==> config.mk <==
export PLATFORM = sky130hd
export DESIGN_NAME = ordered_list_append_delete_flat
export DESIGN_NICKNAME = d
export VERILOG_FILES = /design/src/design/olad_pkg.sv /design/src/design/olad_if.sv /design/src/design/olad_ram.sv /design/src/design/olad_dp.sv /design/src/design/olad_ctrl.sv /design/src/design/ordered_list_append_delete.sv /design/src/flat_wrapper.sv
export VERILOG_INCLUDE_DIRS = /design/src /design/src/design
export SDC_FILE = /design/constraint.sdc
export NUM_CORES = 1
export LEC_CHECK = 0
export BUFFER_PORTS_ARGS = -buffer_cell sky130_fd_sc_hd__buf_2
export CORE_MARGIN = 3
export CORE_UTILIZATION = 55
export CTS_BUF_LIST = sky130_fd_sc_hd__clkbuf_16
export CTS_CLUSTER_DIAMETER = 100
export DETAILED_ROUTE_END_ITERATION = 8
export PLACE_DENSITY = 0.72
export SYNTH_ARGS = -nofsm -noshare
export SYNTH_HDL_FRONTEND = slang
export SYNTH_SLANG_ARGS = --single-unit
==> constraint.sdc <==
create_clock -name clock -period 6.6 [get_ports clock]
set_clock_uncertainty 0.1 [all_clocks]
set_input_delay 0.66 -clock clock [delete_from_list [all_inputs] [get_ports clock]]
set_output_delay 0.66 -clock clock [all_outputs]
set_load 0.02 [all_outputs]
==> src/design/assert_macros.svh <==
// Assertion macros for the top level of the ordered list block.
// Each macro expects signals named clock and reset in the including scope.
`ifndef ASSERT_MACROS_SVH
`define ASSERT_MACROS_SVH

// Property holds in every cycle outside reset.
`define OLAD_ASSERT(label, prop) \
   label: assert property (@(posedge clock) disable iff (reset) (prop)) \
      else $error("assertion failed");

// Antecedent in one cycle implies consequent in the next cycle.
`define OLAD_ASSERT_NEXT(label, ante, cons) \
   label: assert property (@(posedge clock) disable iff (reset) (ante) |=> (cons)) \
      else $error("assertion failed");

`endif

==> src/design/olad_pkg.sv <==
// Shared constants, codes and controller/datapath structs of the ordered list.
// Depends on nothing; olad_if, olad_dp, olad_ctrl and the top level import it.
package olad_pkg;

   localparam int DEPTH = 16;
   localparam int IDX_W = $clog2(DEPTH);
   localparam int CNT_W = $clog2(DEPTH + 1);
   localparam int VAL_W = 32;
   localparam int POS_W = 5;
   localparam int CMP_W = (CNT_W > POS_W) ? CNT_W : POS_W;

   typedef logic [1:0]              func_type;
   typedef logic [1:0]              status_type;
   typedef logic signed [VAL_W-1:0] value_type;
   typedef logic [POS_W-1:0]        position_type;
   typedef logic [CNT_W-1:0]        count_type;

   localparam func_type FUNC_APPEND   = 2'd0;
   localparam func_type FUNC_DELETE   = 2'd1;
   localparam func_type FUNC_TRAVERSE = 2'd2;

   localparam status_type STATUS_OK     = 2'd0;
   localparam status_type STATUS_EMPTY  = 2'd1;
   localparam status_type STATUS_BADPOS = 2'd2;
   localparam status_type STATUS_FULL   = 2'd3;

   typedef enum logic [1:0] {IDX_HOLD, IDX_ZERO, IDX_POS, IDX_INC} idx_op_type;
   typedef enum logic [1:0] {CNT_HOLD, CNT_INC, CNT_DEC} cnt_op_type;
   typedef enum logic [1:0] {KIND_ERR, KIND_APPEND, KIND_DELETE, KIND_TRAV} rsp_kind_type;

   typedef struct packed {
      logic         capture;
      logic         grab;
      idx_op_type   idx_op;
      cnt_op_type   cnt_op;
      logic         ram_we;
      logic         wr_shift;
      logic         rsp_load;
      rsp_kind_type rsp_kind;
      status_type   rsp_status;
   } olad_cmd_type;

   typedef struct packed {
      func_type func;
      logic     empty;
      logic     full;
      logic     pos_bad;
      logic     shift_done;
      logic     trav_last;
      logic     slot_free;
   } olad_sts_type;

endpackage

==> src/design/olad_if.sv <==
// Valid/ready channel interfaces for request and response items.
// Depends on olad_pkg for the payload types.
interface olad_req_if;
   import olad_pkg::*;
   logic         valid;
   logic         ready;
   func_type     func;
   value_type    value;
   position_type position;

   modport source (output valid, func, value, position, input ready);
   modport sink (input valid, func, value, position, output ready);
endinterface

interface olad_rsp_if;
   import olad_pkg::*;
   logic         valid;
   logic         ready;
   status_type   status;
   value_type    item_value;
   position_type item_position;
   position_type entry_count;
   logic         last;

   modport source (output valid, status, item_value, item_position, entry_count, last,
                   input ready);
   modport sink (input valid, status, item_value, item_position, entry_count, last,
                 output ready);
endinterface

==> src/design/olad_ram.sv <==
// Generic single-write, single-read RAM with a registered read port.
// No dependencies.
module olad_ram #(
   parameter int WIDTH = 32,
   parameter int DEPTH = 16
) (
   input  logic                     clock,
   input  logic                     wr_en,
   input  logic [$clog2(DEPTH)-1:0] wr_addr,
   input  logic [WIDTH-1:0]         wr_data,
   input  logic [$clog2(DEPTH)-1:0] rd_addr,
   output logic [WIDTH-1:0]         rd_data
);
   logic [WIDTH-1:0] mem [DEPTH];

   always_ff @(posedge clock) begin
      if (wr_en) begin
         mem[wr_addr] <= wr_data;
      end
      rd_data <= mem[rd_addr];
   end
endmodule

==> src/design/olad_dp.sv <==
// Datapath of the ordered list: entry RAM, fill count, walk index,
// captured request and the response register. Depends on olad_pkg, olad_ram.
module olad_dp (
   input  logic                  clock,
   input  logic                  reset,
   input  olad_pkg::func_type     req_func,
   input  olad_pkg::value_type    req_value,
   input  olad_pkg::position_type req_position,
   input  olad_pkg::olad_cmd_type cmd,
   output olad_pkg::olad_sts_type sts,
   input  logic                  rsp_ready,
   output logic                  rsp_valid,
   output olad_pkg::status_type   rsp_status,
   output olad_pkg::value_type    rsp_item_value,
   output olad_pkg::position_type rsp_item_position,
   output olad_pkg::position_type rsp_entry_count,
   output logic                  rsp_last
);
   import olad_pkg::*;

   func_type     func_ff;
   value_type    hold_ff;
   position_type pos_ff;
   count_type    count_ff, count_in;
   count_type    idx_ff, idx_in;
   logic         rsp_valid_ff;
   status_type   status_ff;
   value_type    value_ff, value_in;
   position_type rpos_ff, rpos_in;
   position_type ecount_ff;
   logic         last_ff, last_in;

   logic [VAL_W-1:0] rd_data;
   logic [IDX_W-1:0] wr_addr;
   value_type        wr_data;

   always_comb begin
      case (cmd.idx_op)
         IDX_HOLD: idx_in = idx_ff;
         IDX_ZERO: idx_in = '0;
         IDX_POS:  idx_in = CNT_W'(pos_ff - POS_W'(1));
         IDX_INC:  idx_in = idx_ff + CNT_W'(1);
         default:  idx_in = idx_ff;
      endcase
      case (cmd.cnt_op)
         CNT_HOLD: count_in = count_ff;
         CNT_INC:  count_in = count_ff + CNT_W'(1);
         CNT_DEC:  count_in = count_ff - CNT_W'(1);
         default:  count_in = count_ff;
      endcase
   end

   // An append lands behind the tail; a shift moves entry idx down one place.
   assign wr_addr = cmd.wr_shift ? IDX_W'(idx_ff - CNT_W'(1)) : count_ff[IDX_W-1:0];
   assign wr_data = cmd.wr_shift ? value_type'(rd_data) : hold_ff;

   // The read address follows the next index, so the data lines up with idx_ff.
   olad_ram #(.WIDTH(VAL_W), .DEPTH(DEPTH)) u_ram (
      .clock   (clock),
      .wr_en   (cmd.ram_we),
      .wr_addr (wr_addr),
      .wr_data (wr_data),
      .rd_addr (idx_in[IDX_W-1:0]),
      .rd_data (rd_data)
   );

   always_comb begin
      last_in = 1'b1;
      case (cmd.rsp_kind)
         KIND_ERR: begin
            value_in = '0;
            rpos_in  = '0;
         end
         KIND_APPEND: begin
            value_in = hold_ff;
            rpos_in  = POS_W'(count_in);
         end
         KIND_DELETE: begin
            value_in = hold_ff;
            rpos_in  = pos_ff;
         end
         KIND_TRAV: begin
            value_in = value_type'(rd_data);
            rpos_in  = POS_W'(idx_ff + CNT_W'(1));
            last_in  = sts.trav_last;
         end
         default: begin
            value_in = '0;
            rpos_in  = '0;
         end
      endcase
   end

   always_ff @(posedge clock) begin
      if (reset) begin
         count_ff     <= '0;
         rsp_valid_ff <= 1'b0;
      end else begin
         count_ff <= count_in;
         if (cmd.rsp_load) begin
            rsp_valid_ff <= 1'b1;
         end else if (rsp_ready) begin
            rsp_valid_ff <= 1'b0;
         end
      end
      idx_ff <= idx_in;
      if (cmd.capture) begin
         func_ff <= req_func;
         hold_ff <= req_value;
         pos_ff  <= req_position;
      end else if (cmd.grab) begin
         hold_ff <= value_type'(rd_data);
      end
      if (cmd.rsp_load) begin
         status_ff <= cmd.rsp_status;
         value_ff  <= value_in;
         rpos_ff   <= rpos_in;
         ecount_ff <= POS_W'(count_in);
         last_ff   <= last_in;
      end
   end

   always_comb begin
      sts.func       = func_ff;
      sts.empty      = (count_ff == '0);
      sts.full       = (count_ff == CNT_W'(DEPTH));
      sts.pos_bad    = (pos_ff == '0) || (CMP_W'(pos_ff) > CMP_W'(count_ff));
      sts.shift_done = (idx_ff == count_ff);
      sts.trav_last  = ((idx_ff + CNT_W'(1)) == count_ff);
      sts.slot_free  = !rsp_valid_ff || rsp_ready;
   end

   assign rsp_valid         = rsp_valid_ff;
   assign rsp_status        = status_ff;
   assign rsp_item_value    = value_ff;
   assign rsp_item_position = rpos_ff;
   assign rsp_entry_count   = ecount_ff;
   assign rsp_last          = last_ff;
endmodule

==> src/design/olad_ctrl.sv <==
// Controller of the ordered list: sequences append, delete and traverse.
// Depends on olad_pkg for the command and status structs.
module olad_ctrl (
   input  logic                  clock,
   input  logic                  reset,
   input  logic                  req_valid,
   output logic                  req_ready,
   input  olad_pkg::olad_sts_type sts,
   output olad_pkg::olad_cmd_type cmd
);
   import olad_pkg::*;

   typedef enum logic [2:0] {S_IDLE, S_EXEC, S_DEL_GRAB, S_DEL_SHIFT, S_TRAV} state_type;

   state_type state_ff, state_in;

   always_comb begin
      state_in       = state_ff;
      cmd.capture    = 1'b0;
      cmd.grab       = 1'b0;
      cmd.idx_op     = IDX_HOLD;
      cmd.cnt_op     = CNT_HOLD;
      cmd.ram_we     = 1'b0;
      cmd.wr_shift   = 1'b0;
      cmd.rsp_load   = 1'b0;
      cmd.rsp_kind   = KIND_ERR;
      cmd.rsp_status = STATUS_OK;
      case (state_ff)
         S_IDLE: begin
            if (req_valid) begin
               cmd.capture = 1'b1;
               state_in    = S_EXEC;
            end
         end
         S_EXEC: begin
            case (sts.func)
               FUNC_APPEND: begin
                  if (sts.slot_free) begin
                     cmd.rsp_load = 1'b1;
                     state_in     = S_IDLE;
                     if (sts.full) begin
                        cmd.rsp_status = STATUS_FULL;
                     end else begin
                        cmd.ram_we   = 1'b1;
                        cmd.cnt_op   = CNT_INC;
                        cmd.rsp_kind = KIND_APPEND;
                     end
                  end
               end
               FUNC_DELETE: begin
                  if (sts.empty || sts.pos_bad) begin
                     if (sts.slot_free) begin
                        cmd.rsp_load   = 1'b1;
                        cmd.rsp_status = sts.empty ? STATUS_EMPTY : STATUS_BADPOS;
                        state_in       = S_IDLE;
                     end
                  end else begin
                     cmd.idx_op = IDX_POS;
                     state_in   = S_DEL_GRAB;
                  end
               end
               FUNC_TRAVERSE: begin
                  if (sts.empty) begin
                     if (sts.slot_free) begin
                        cmd.rsp_load   = 1'b1;
                        cmd.rsp_status = STATUS_EMPTY;
                        state_in       = S_IDLE;
                     end
                  end else begin
                     cmd.idx_op = IDX_ZERO;
                     state_in   = S_TRAV;
                  end
               end
               default: state_in = S_IDLE;
            endcase
         end
         S_DEL_GRAB: begin
            // The removed entry is on the read port now; keep it for the response.
            cmd.grab   = 1'b1;
            cmd.idx_op = IDX_INC;
            state_in   = S_DEL_SHIFT;
         end
         S_DEL_SHIFT: begin
            if (!sts.shift_done) begin
               cmd.ram_we   = 1'b1;
               cmd.wr_shift = 1'b1;
               cmd.idx_op   = IDX_INC;
            end else if (sts.slot_free) begin
               cmd.rsp_load = 1'b1;
               cmd.rsp_kind = KIND_DELETE;
               cmd.cnt_op   = CNT_DEC;
               state_in     = S_IDLE;
            end
         end
         S_TRAV: begin
            // While the response register is full the index holds, and so does the read.
            if (sts.slot_free) begin
               cmd.rsp_load = 1'b1;
               cmd.rsp_kind = KIND_TRAV;
               if (sts.trav_last) begin
                  state_in = S_IDLE;
               end else begin
                  cmd.idx_op = IDX_INC;
               end
            end
         end
         default: state_in = S_IDLE;
      endcase
   end

   always_ff @(posedge clock) begin
      if (reset) begin
         state_ff <= S_IDLE;
      end else begin
         state_ff <= state_in;
      end
   end

   assign req_ready = (state_ff == S_IDLE);
endmodule

==> src/design/ordered_list_append_delete.sv <==
// Top level of the bounded ordered list with append, delete and traverse.
// Depends on olad_pkg, olad_if, olad_ctrl, olad_dp and assert_macros.svh.
//
//   channel   direction  carries
//   req_ch    in         func, value, position
//   rsp_ch    out        status, item_value, item_position, entry_count, last
//
// One item at a time: req_ch.ready is high only while the controller is idle.
// Delete at position p moves each entry behind it down one place, one shift per cycle,
// through the single RAM write port; traverse returns the entries in order.
// Results wait in an output register, so a stalled rsp_ch holds the walk in place.
// Synchronous reset empties the list at once; stored entries are not cleared.
`include "assert_macros.svh"

module ordered_list_append_delete (
   input logic         clock,
   input logic         reset,
   olad_req_if.sink    req_ch,
   olad_rsp_if.source  rsp_ch
);
   import olad_pkg::*;

   olad_cmd_type cmd;
   olad_sts_type sts;

   olad_ctrl u_ctrl (
      .clock     (clock),
      .reset     (reset),
      .req_valid (req_ch.valid),
      .req_ready (req_ch.ready),
      .sts       (sts),
      .cmd       (cmd)
   );

   olad_dp u_dp (
      .clock             (clock),
      .reset             (reset),
      .req_func          (req_ch.func),
      .req_value         (req_ch.value),
      .req_position      (req_ch.position),
      .cmd               (cmd),
      .sts               (sts),
      .rsp_ready         (rsp_ch.ready),
      .rsp_valid         (rsp_ch.valid),
      .rsp_status        (rsp_ch.status),
      .rsp_item_value    (rsp_ch.item_value),
      .rsp_item_position (rsp_ch.item_position),
      .rsp_entry_count   (rsp_ch.entry_count),
      .rsp_last          (rsp_ch.last)
   );

   // The block takes a new item only after finishing the one before.
   `OLAD_ASSERT_NEXT(a_busy_after_accept, req_ch.valid && req_ch.ready, !req_ch.ready)

   // Error results are single, final and carry no entry.
   `OLAD_ASSERT(a_error_result,
      !(rsp_ch.valid && rsp_ch.status != STATUS_OK) ||
      (rsp_ch.last && rsp_ch.item_position == '0 && rsp_ch.item_value == '0))

   // A good result names a real position, at most one past the count after a delete.
   `OLAD_ASSERT(a_ok_position,
      !(rsp_ch.valid && rsp_ch.status == STATUS_OK) ||
      (rsp_ch.item_position != '0 &&
       6'(rsp_ch.item_position) <= 6'(rsp_ch.entry_count) + 6'd1))

   // Only traversal leaves a result unmarked as final, and only with good status.
   `OLAD_ASSERT(a_nonfinal_ok, !(rsp_ch.valid && !rsp_ch.last) || (rsp_ch.status == STATUS_OK))
endmodule
==> src/flat_wrapper.sv <==
// flat-port wrapper written by rule: the top's interface ports become plain ports
module ordered_list_append_delete_flat import olad_pkg::*;
  (clock, reset, req_ch_valid, req_ch_func, req_ch_value, req_ch_position, req_ch_ready, rsp_ch_valid, rsp_ch_status, rsp_ch_item_value, rsp_ch_item_position, rsp_ch_entry_count, rsp_ch_last, rsp_ch_ready);
  olad_req_if req_ch_i ();
  olad_rsp_if rsp_ch_i ();
  input logic clock;
  input logic reset;
  input wire logic [$bits(req_ch_i.valid)-1:0] req_ch_valid;
  input wire logic [$bits(req_ch_i.func)-1:0] req_ch_func;
  input wire logic [$bits(req_ch_i.value)-1:0] req_ch_value;
  input wire logic [$bits(req_ch_i.position)-1:0] req_ch_position;
  output wire logic [$bits(req_ch_i.ready)-1:0] req_ch_ready;
  output wire logic [$bits(rsp_ch_i.valid)-1:0] rsp_ch_valid;
  output wire logic [$bits(rsp_ch_i.status)-1:0] rsp_ch_status;
  output wire logic [$bits(rsp_ch_i.item_value)-1:0] rsp_ch_item_value;
  output wire logic [$bits(rsp_ch_i.item_position)-1:0] rsp_ch_item_position;
  output wire logic [$bits(rsp_ch_i.entry_count)-1:0] rsp_ch_entry_count;
  output wire logic [$bits(rsp_ch_i.last)-1:0] rsp_ch_last;
  input wire logic [$bits(rsp_ch_i.ready)-1:0] rsp_ch_ready;
  assign req_ch_i.valid = req_ch_valid;
  assign req_ch_i.func = req_ch_func;
  assign req_ch_i.value = req_ch_value;
  assign req_ch_i.position = req_ch_position;
  assign req_ch_ready = req_ch_i.ready;
  assign rsp_ch_valid = rsp_ch_i.valid;
  assign rsp_ch_status = rsp_ch_i.status;
  assign rsp_ch_item_value = rsp_ch_i.item_value;
  assign rsp_ch_item_position = rsp_ch_i.item_position;
  assign rsp_ch_entry_count = rsp_ch_i.entry_count;
  assign rsp_ch_last = rsp_ch_i.last;
  assign rsp_ch_i.ready = rsp_ch_ready;
  ordered_list_append_delete u_core (.clock(clock), .reset(reset), .req_ch(req_ch_i), .rsp_ch(rsp_ch_i));
endmodule
Word level (Yosys, flattened, before mapping)
Memory sizes are Yosys's and may differ from the RTL's. A register that Yosys moved wholly into a read port is not among the register bits.
Cells that the tools add are included.
{"block": "totals", "word_cells": 111, "latch_bits": 0, "n_memories": 1, "ramBits": 512, "mem_bits_ro": 0, "regBits": 98}
{"name": "u_core.u_dp.u_ram.mem", "words": 16, "width": 32, "read_ports": 1, "rd_clocked_by_memory_dff": 1, "wr": 1, "line": "olad_ram.sv:14", "source": "logic [WIDTH-1:0] mem [DEPTH];"}
{"block": "op_classes", "reduce_logical": 14, "n_bitwise": 0, "eq_ne": 21, "multipliers": 0, "shifts": 0, "magnitude_cmp": 1, "addsub": 5, "n_mux": 56, "n_div": 0}
{"op": "2-to-1 mux 32 bit", "n": 3}
{"op": "case mux 32 bit (3 select lines)", "n": 1}
{"op": "case mux 5 bit (4 select lines)", "n": 2}
{"op": "2-to-1 mux 3 bit", "n": 11}
{"op": "2-to-1 mux 2 bit", "n": 13}
{"op": "case mux 3 bit (3 select lines)", "n": 2}
{"op": "2-to-1 mux 1 bit", "n": 15}
{"op": "case mux 3 bit (5 select lines)", "n": 1}
{"op": "equality test 2 bit (second input constant)", "n": 6}
{"op": "adder 5 x 1 -> 5 bit (second input constant)", "n": 2}
{"op": "equality test 5 bit", "n": 2}
{"op": "logical NOT 5 bit", "n": 2}
{"op": "case mux 5 bit (2 select lines)", "n": 1}
{"op": "subtractor 5 x 1 -> 5 bit (second input constant)", "n": 2}
{"op": "equality test 2 x 1 -> 1 bit (second input constant)", "n": 4}
{"op": "case mux 2 bit (4 select lines)", "n": 1}
{"op": "equality test 3 x 2 -> 1 bit (second input constant)", "n": 2}
{"op": "logical NOT 2 bit", "n": 3}
{"op": "case mux 2 bit (3 select lines)", "n": 1}
{"op": "case mux 3 bit (2 select lines)", "n": 1}
{"op": "equality test 5 bit (second input constant)", "n": 1}
{"op": "> comparator 5 bit", "n": 1}
{"op": "2-to-1 mux 5 bit", "n": 1}
{"op": "2-to-1 mux 4 bit", "n": 1}
{"op": "13 further kinds", "n": 18}

Logic depth before layout (Yosys ltp)
{"block": "logic_depth", "word_depth": 9, "ltp_mapped": 17, "ltp_nobuf": 14}

By module
From an unflattened synthesis, not the netlist that was laid out.
{"block": "hier_totals", "cells_unflattened": 1305, "area_unflattened_um2": 25310.5}
{"mod": "olad_ram", "area_per_inst_um2": 19835.3, "cells_each": 838, "seq_area_each_um2": 16015.4, "n_inst": 1}
{"mod": "olad_dp", "area_per_inst_um2": 5019.8, "cells_each": 400, "seq_area_each_um2": 2752.6, "n_inst": 1}
{"mod": "olad_ctrl", "area_per_inst_um2": 455.4, "cells_each": 67, "seq_area_each_um2": 60.1, "n_inst": 1}

Worst setup path before layout
OpenSTA, ideal clock, no wires.
{"block": "synth_path", "path_kind": "register to register", "start": "reg u_core.u_dp.count_ff[2]", "end": "reg u_core.u_dp.ecount_ff[0], in the netlist u_core.u_dp.rsp_entry_count[0] (enable)", "arrival_time_ns": 5.051, "setup_slack_ns": 0.939, "path_buffers": 1, "period_less_slack_ns": 5.661, "stages_incl_launch_ff": 10, "path_cell_list": "dfxtp_1 -> clkbuf_1 -> inv_1 -> ha_1 -> and4_1 -> a221o_1 -> a21oi_1 -> nand2b_1 -> a211o_1 -> o21ai_0"}
{"element": "start, declared", "line": "olad_dp.sv:24", "source": "count_type count_ff, count_in;"}
{"element": "start signal, assigned", "line": "olad_dp.sv:99", "source": "count_ff <= count_in;"}
{"element": "end signal, assigned", "line": "olad_dp.sv:118", "source": "ecount_ff <= POS_W'(count_in);"}
{"element": "end, declared", "line": "olad_dp.sv:30", "source": "position_type ecount_ff;"}

Worst setup path in the final report
{"block": "layout_path", "start": "reg u_core.u_dp.idx_ff[0]", "end": "reg u_core.u_dp.u_ram.rd_data[27] (read register of u_core.u_dp.u_ram.mem)"}
{"block": "layout_between", "elab_chain_cells": 7, "elab_cells_between_ends": 12, "cone_classes": "1 x add/sub; 5 x eq/ne; 5 x mux; 1 x reduce/logical"}
{"element": "start, declared", "line": "olad_dp.sv:25", "source": "count_type idx_ff, idx_in;"}
{"element": "start signal, assigned", "line": "olad_dp.sv:106", "source": "idx_ff <= idx_in;"}
{"element": "adder 5 x 1 -> 5 bit", "line": "olad_dp.sv:42, olad_dp.sv:129"}
{"element": "equality test 5 bit", "line": "olad_dp.sv:129", "source": "sts.trav_last = ((idx_ff + CNT_W'(1)) == count_ff);"}
{"element": "2-to-1 mux 2 bit", "line": "olad_ctrl.sv:100", "source": "if (sts.trav_last) begin"}
{"element": "2-to-1 mux 2 bit", "line": "olad_ctrl.sv:97", "source": "if (sts.slot_free) begin"}
{"element": "case mux 2 bit (4 select lines)", "line": "olad_ctrl.sv:28", "source": "case (state_ff)"}
{"element": "equality test 2 bit (tied with other cells)", "line": "olad_dp.sv:38", "source": "case (cmd.idx_op)"}
{"element": "case mux 5 bit (4 select lines) *", "line": "olad_dp.sv:38"}
{"element": "end, declared", "line": "olad_ram.sv:12", "source": "output logic [WIDTH-1:0] rd_data"}
Every way passes the cells marked *; elsewhere a longest branch is shown, timed or not.
A chain may end at the register's enable or synchronous reset.

==> results.sh <==
export IMPL_status="complete, no violations"
export IMPL_core_um2=46800
export IMPL_grt_overflow_total=0
export IMPL_yosys_warnings=0
export IMPL_fin_ws_ns=1.56
export IMPL_grt_usage=0.242
export IMPL_io_pins=90
export IMPL_multiInputGateArea_um2=6640
export IMPL_drv_cap=0
export IMPL_num_vias=15900
export IMPL_first_pass_iters=7
export IMPL_ff2ff_path_depth=11
export IMPL_synth_edf_count=597
export IMPL_hold_buffers=0
export IMPL_cts_tree="yes"
export IMPL_first_global_vias=15600
export IMPL_worstSetupPathDepth=11
export IMPL_crit_fanout=194
export IMPL_wirelength_um=61300
export IMPL_synth_main_ff_cell="edfxtp_1"
export IMPL_fin_crit_sh=0.764
export IMPL_final_setup_tns_ns=0
export IMPL_period_needed_ns=5.04
export IMPL_power_density_nw_per_um2=338
export IMPL_die_x_um=224
export IMPL_worstSkewPairLatency_ns=0.62
export IMPL_fp_row_count=79
export IMPL_die_area_um2=50100
export IMPL_crit_family="compound AO/OA/AOI/OAI gates"
export IMPL_die_h_um=224
export IMPL_clockBufferDepth=3
export IMPL_synth_cell_type_count=62
export IMPL_crit_chain="ha_1, nand3_1, or3_1, a211o_1, a2111oi_4, a211o_4, buf_12, buf_4, mux2i_1, a221oi_1, a311o_1"
export IMPL_ctsResizeCount=0
export IMPL_drtIter0Drc=1928
export IMPL_grt_pass1_wl_um=92600
export IMPL_hold_ws_ns=0.129
export IMPL_fill_cells=3414
export IMPL_routabilityCongestion=0.845
export IMPL_clk_pin_slew_ns=0.06
export IMPL_worstPathArrival_ns=5.44
export IMPL_ys_seq_elements=642
export IMPL_cts_sinks=642
export IMPL_initial_core_util=0.558
export IMPL_hold_viol_final=0
export IMPL_end_kind="register"
export IMPL_dpl_worst_slack_ns=1.68
export IMPL_ir_worst_vdd_v=0.000224
export IMPL_wire_per_inst_um=24.0
export IMPL_layout_nets=1957
export IMPL_register_area_um2=18800
export IMPL_grt_max_degree=195
export IMPL_fin_total_pwr_mw=9.78
export IMPL_seq_area_frac_synth=0.722
export IMPL_hold_depth=1
export IMPL_rsz0062_at_grt="false"
export IMPL_detail_route_vias_per_cell=6.23
export IMPL_async_flop_share=0
export IMPL_syn_to_final_growth_pct=11.1
export IMPL_drc=0
export IMPL_syn_cell_area_um2=26100
export IMPL_slowest_stage="buf_4"
export IMPL_finalSetupViolations=0
export IMPL_cts_buffers_inserted=60
export IMPL_slowest_delay_ns=0.73
export IMPL_worst_slew_margin_rel=0.229
export IMPL_synthCells=1832
export IMPL_final_layout_size_suffix_gt1_frac=0.161
export IMPL_antenna_found_initial=0
export IMPL_post_cts_buffers=0
export IMPL_critPathRequiredTime_ns=7.00
export IMPL_start_kind="register"
export IMPL_cp_buffers_inverters=2
export IMPL_cts_root_buf="clkbuf_16"
export IMPL_place_hpwl_um=32600
export IMPL_worst_pin_slew_ns=1.15
export IMPL_fmaxAchievable_mhz=198
export IMPL_worstSetupPathType="reg -> reg"
export IMPL_ant_nets=0
export IMPL_min_path_type="in -> reg"
export IMPL_htree_levels=2
export IMPL_portBuffers=89
export IMPL_p_leak_nw=9.80
export IMPL_syn_num_nets=1897
export IMPL_reg2reg_slack_ns=1.56
export IMPL_report_final_slew_viol_count=0
export IMPL_syn_area_per_cell_um2=14.2
-- logic make-up (layout without fill, tap and decap cells) --
kind of cell | count (synthesis) | count (layout) | synth area share
flip-flops | 642 | 642 | 0.722
AND/OR/NAND/NOR | 556 | 556 | 0.0877
AO/OA/AOI/OAI | 349 | 349 | 0.102
buffers and inverters | 144 | 255 | 0.0303
multiplexers | 98 | 98 | 0.0408
adder cells (fa/ha/maj) | 22 | 22 | 0.0108
XOR/XNOR | 21 | 21 | 0.00705
other | 0 | 1 | 0
-- registers in the layout (all words and copies together) (netlist names), 32 cells and up --
name / count
u_core.u_dp.u_ram.rd_data: 32
u_core.u_dp.u_ram.mem: 512
u_core.u_dp.rsp_item_value: 32
u_core.u_dp.hold_ff: 32
-- worst reg2reg max path, delay by kind of cell (launching register included) --
kind	cells	cell delay, ns
multiplexers	1	0.31
adder cells (fa/ha/maj)	1	0.37
AO/OA/AOI/OAI	5	1.53
buffers and inverters	2	1.53
AND/OR/NAND/NOR	2	0.52
flip-flops	1	0.58
-- report_power, final --
group | switching, mW | internal [mW]
logic | 1.02 | 0.562
registers | 0.117 | 4.69
clock network | 1.47 | 1.93
-- through the flow --
step	cells	area, um^2	utilization
after global placement	2437	27000	0.578
final	2551	29000	0.620
after global routing	2550	29000	0.620
after detailed placement	2437	27000	0.578
after floorplan	1832	26100	-
after CTS	2550	29000	0.620
-- placed cells by master (no fill, tap or decap), types with 34 or more instances in the layout --
cell type  instances
nand3_1           73
a21oi_1          108
clkbuf_16         62
a32o_1            64
dfxtp_1           45
nor2_1            52
edfxtp_1         597
mux2_2            66
a221oi_1          34
buf_2             89
nand2_1          372
-- layout make-up --
cell class | instances | area share
diodes | 1 | 0.0000864
clock buffers | 62 | 0.0535
clock inverters | 51 | 0.0136
inverters | 20 | 0.00294
multi-input cells | 1046 | 0.229
flip-flops and latches | 642 | 0.650
well taps | 607 | 0.0262
repair buffers | 122 | 0.0248
-- per-layer routing --
layer,track usage,vias to the layer above,wire (um)
met1,0.332,8053,25600
li1,-,7105,-
met5,0,-,0
met3,0.0415,107,4240
met2,0.397,631,29700
met4,0.0856,0,1800
-- worst paths after layout --
path | from | endpoint
setup / recovery | u_core.u_dp.idx_ff[0] | u_core.u_dp.u_ram.rd_data[27]
hold / removal | req_ch_func[0] | u_core.u_dp.func_ff[0]
setup reg to reg | u_core.u_dp.idx_ff[0] | u_core.u_dp.u_ram.rd_data[27]
hold reg to reg | u_core.u_dp.u_ram.rd_data[20] | u_core.u_dp.hold_ff[20]
-- synth_stat cells (all sizes together) (3+ instances only) --
cell | instances | area (um^2)
a311o | 32 | 320
mux2i | 32 | 320
a211o | 4 | 35.0
xnor2 | 11 | 96.3
nor2b | 6 | 37.5
nor3 | 10 | 50.1
mux2 | 66 | 743
nor2 | 70 | 265
a22oi | 32 | 240
clkbuf | 42 | 159
a221oi | 34 | 298
xor2 | 10 | 87.6
o22ai | 31 | 194
edfxtp | 597 | 17900
o211ai | 3 | 22.5
ha | 21 | 263
nand3 | 73 | 365
a21o | 6 | 45.0
inv | 20 | 80.1
buf | 82 | 552
a21oi | 110 | 562
nand2 | 372 | 1400
and3 | 4 | 25.0
dfxtp | 45 | 901
a222oi | 5 | 50.1
o21ai | 8 | 47.6
a31oi | 4 | 25.0
nand2b | 6 | 37.5
a32o | 64 | 641
Power figures use the tool's default switching activity.
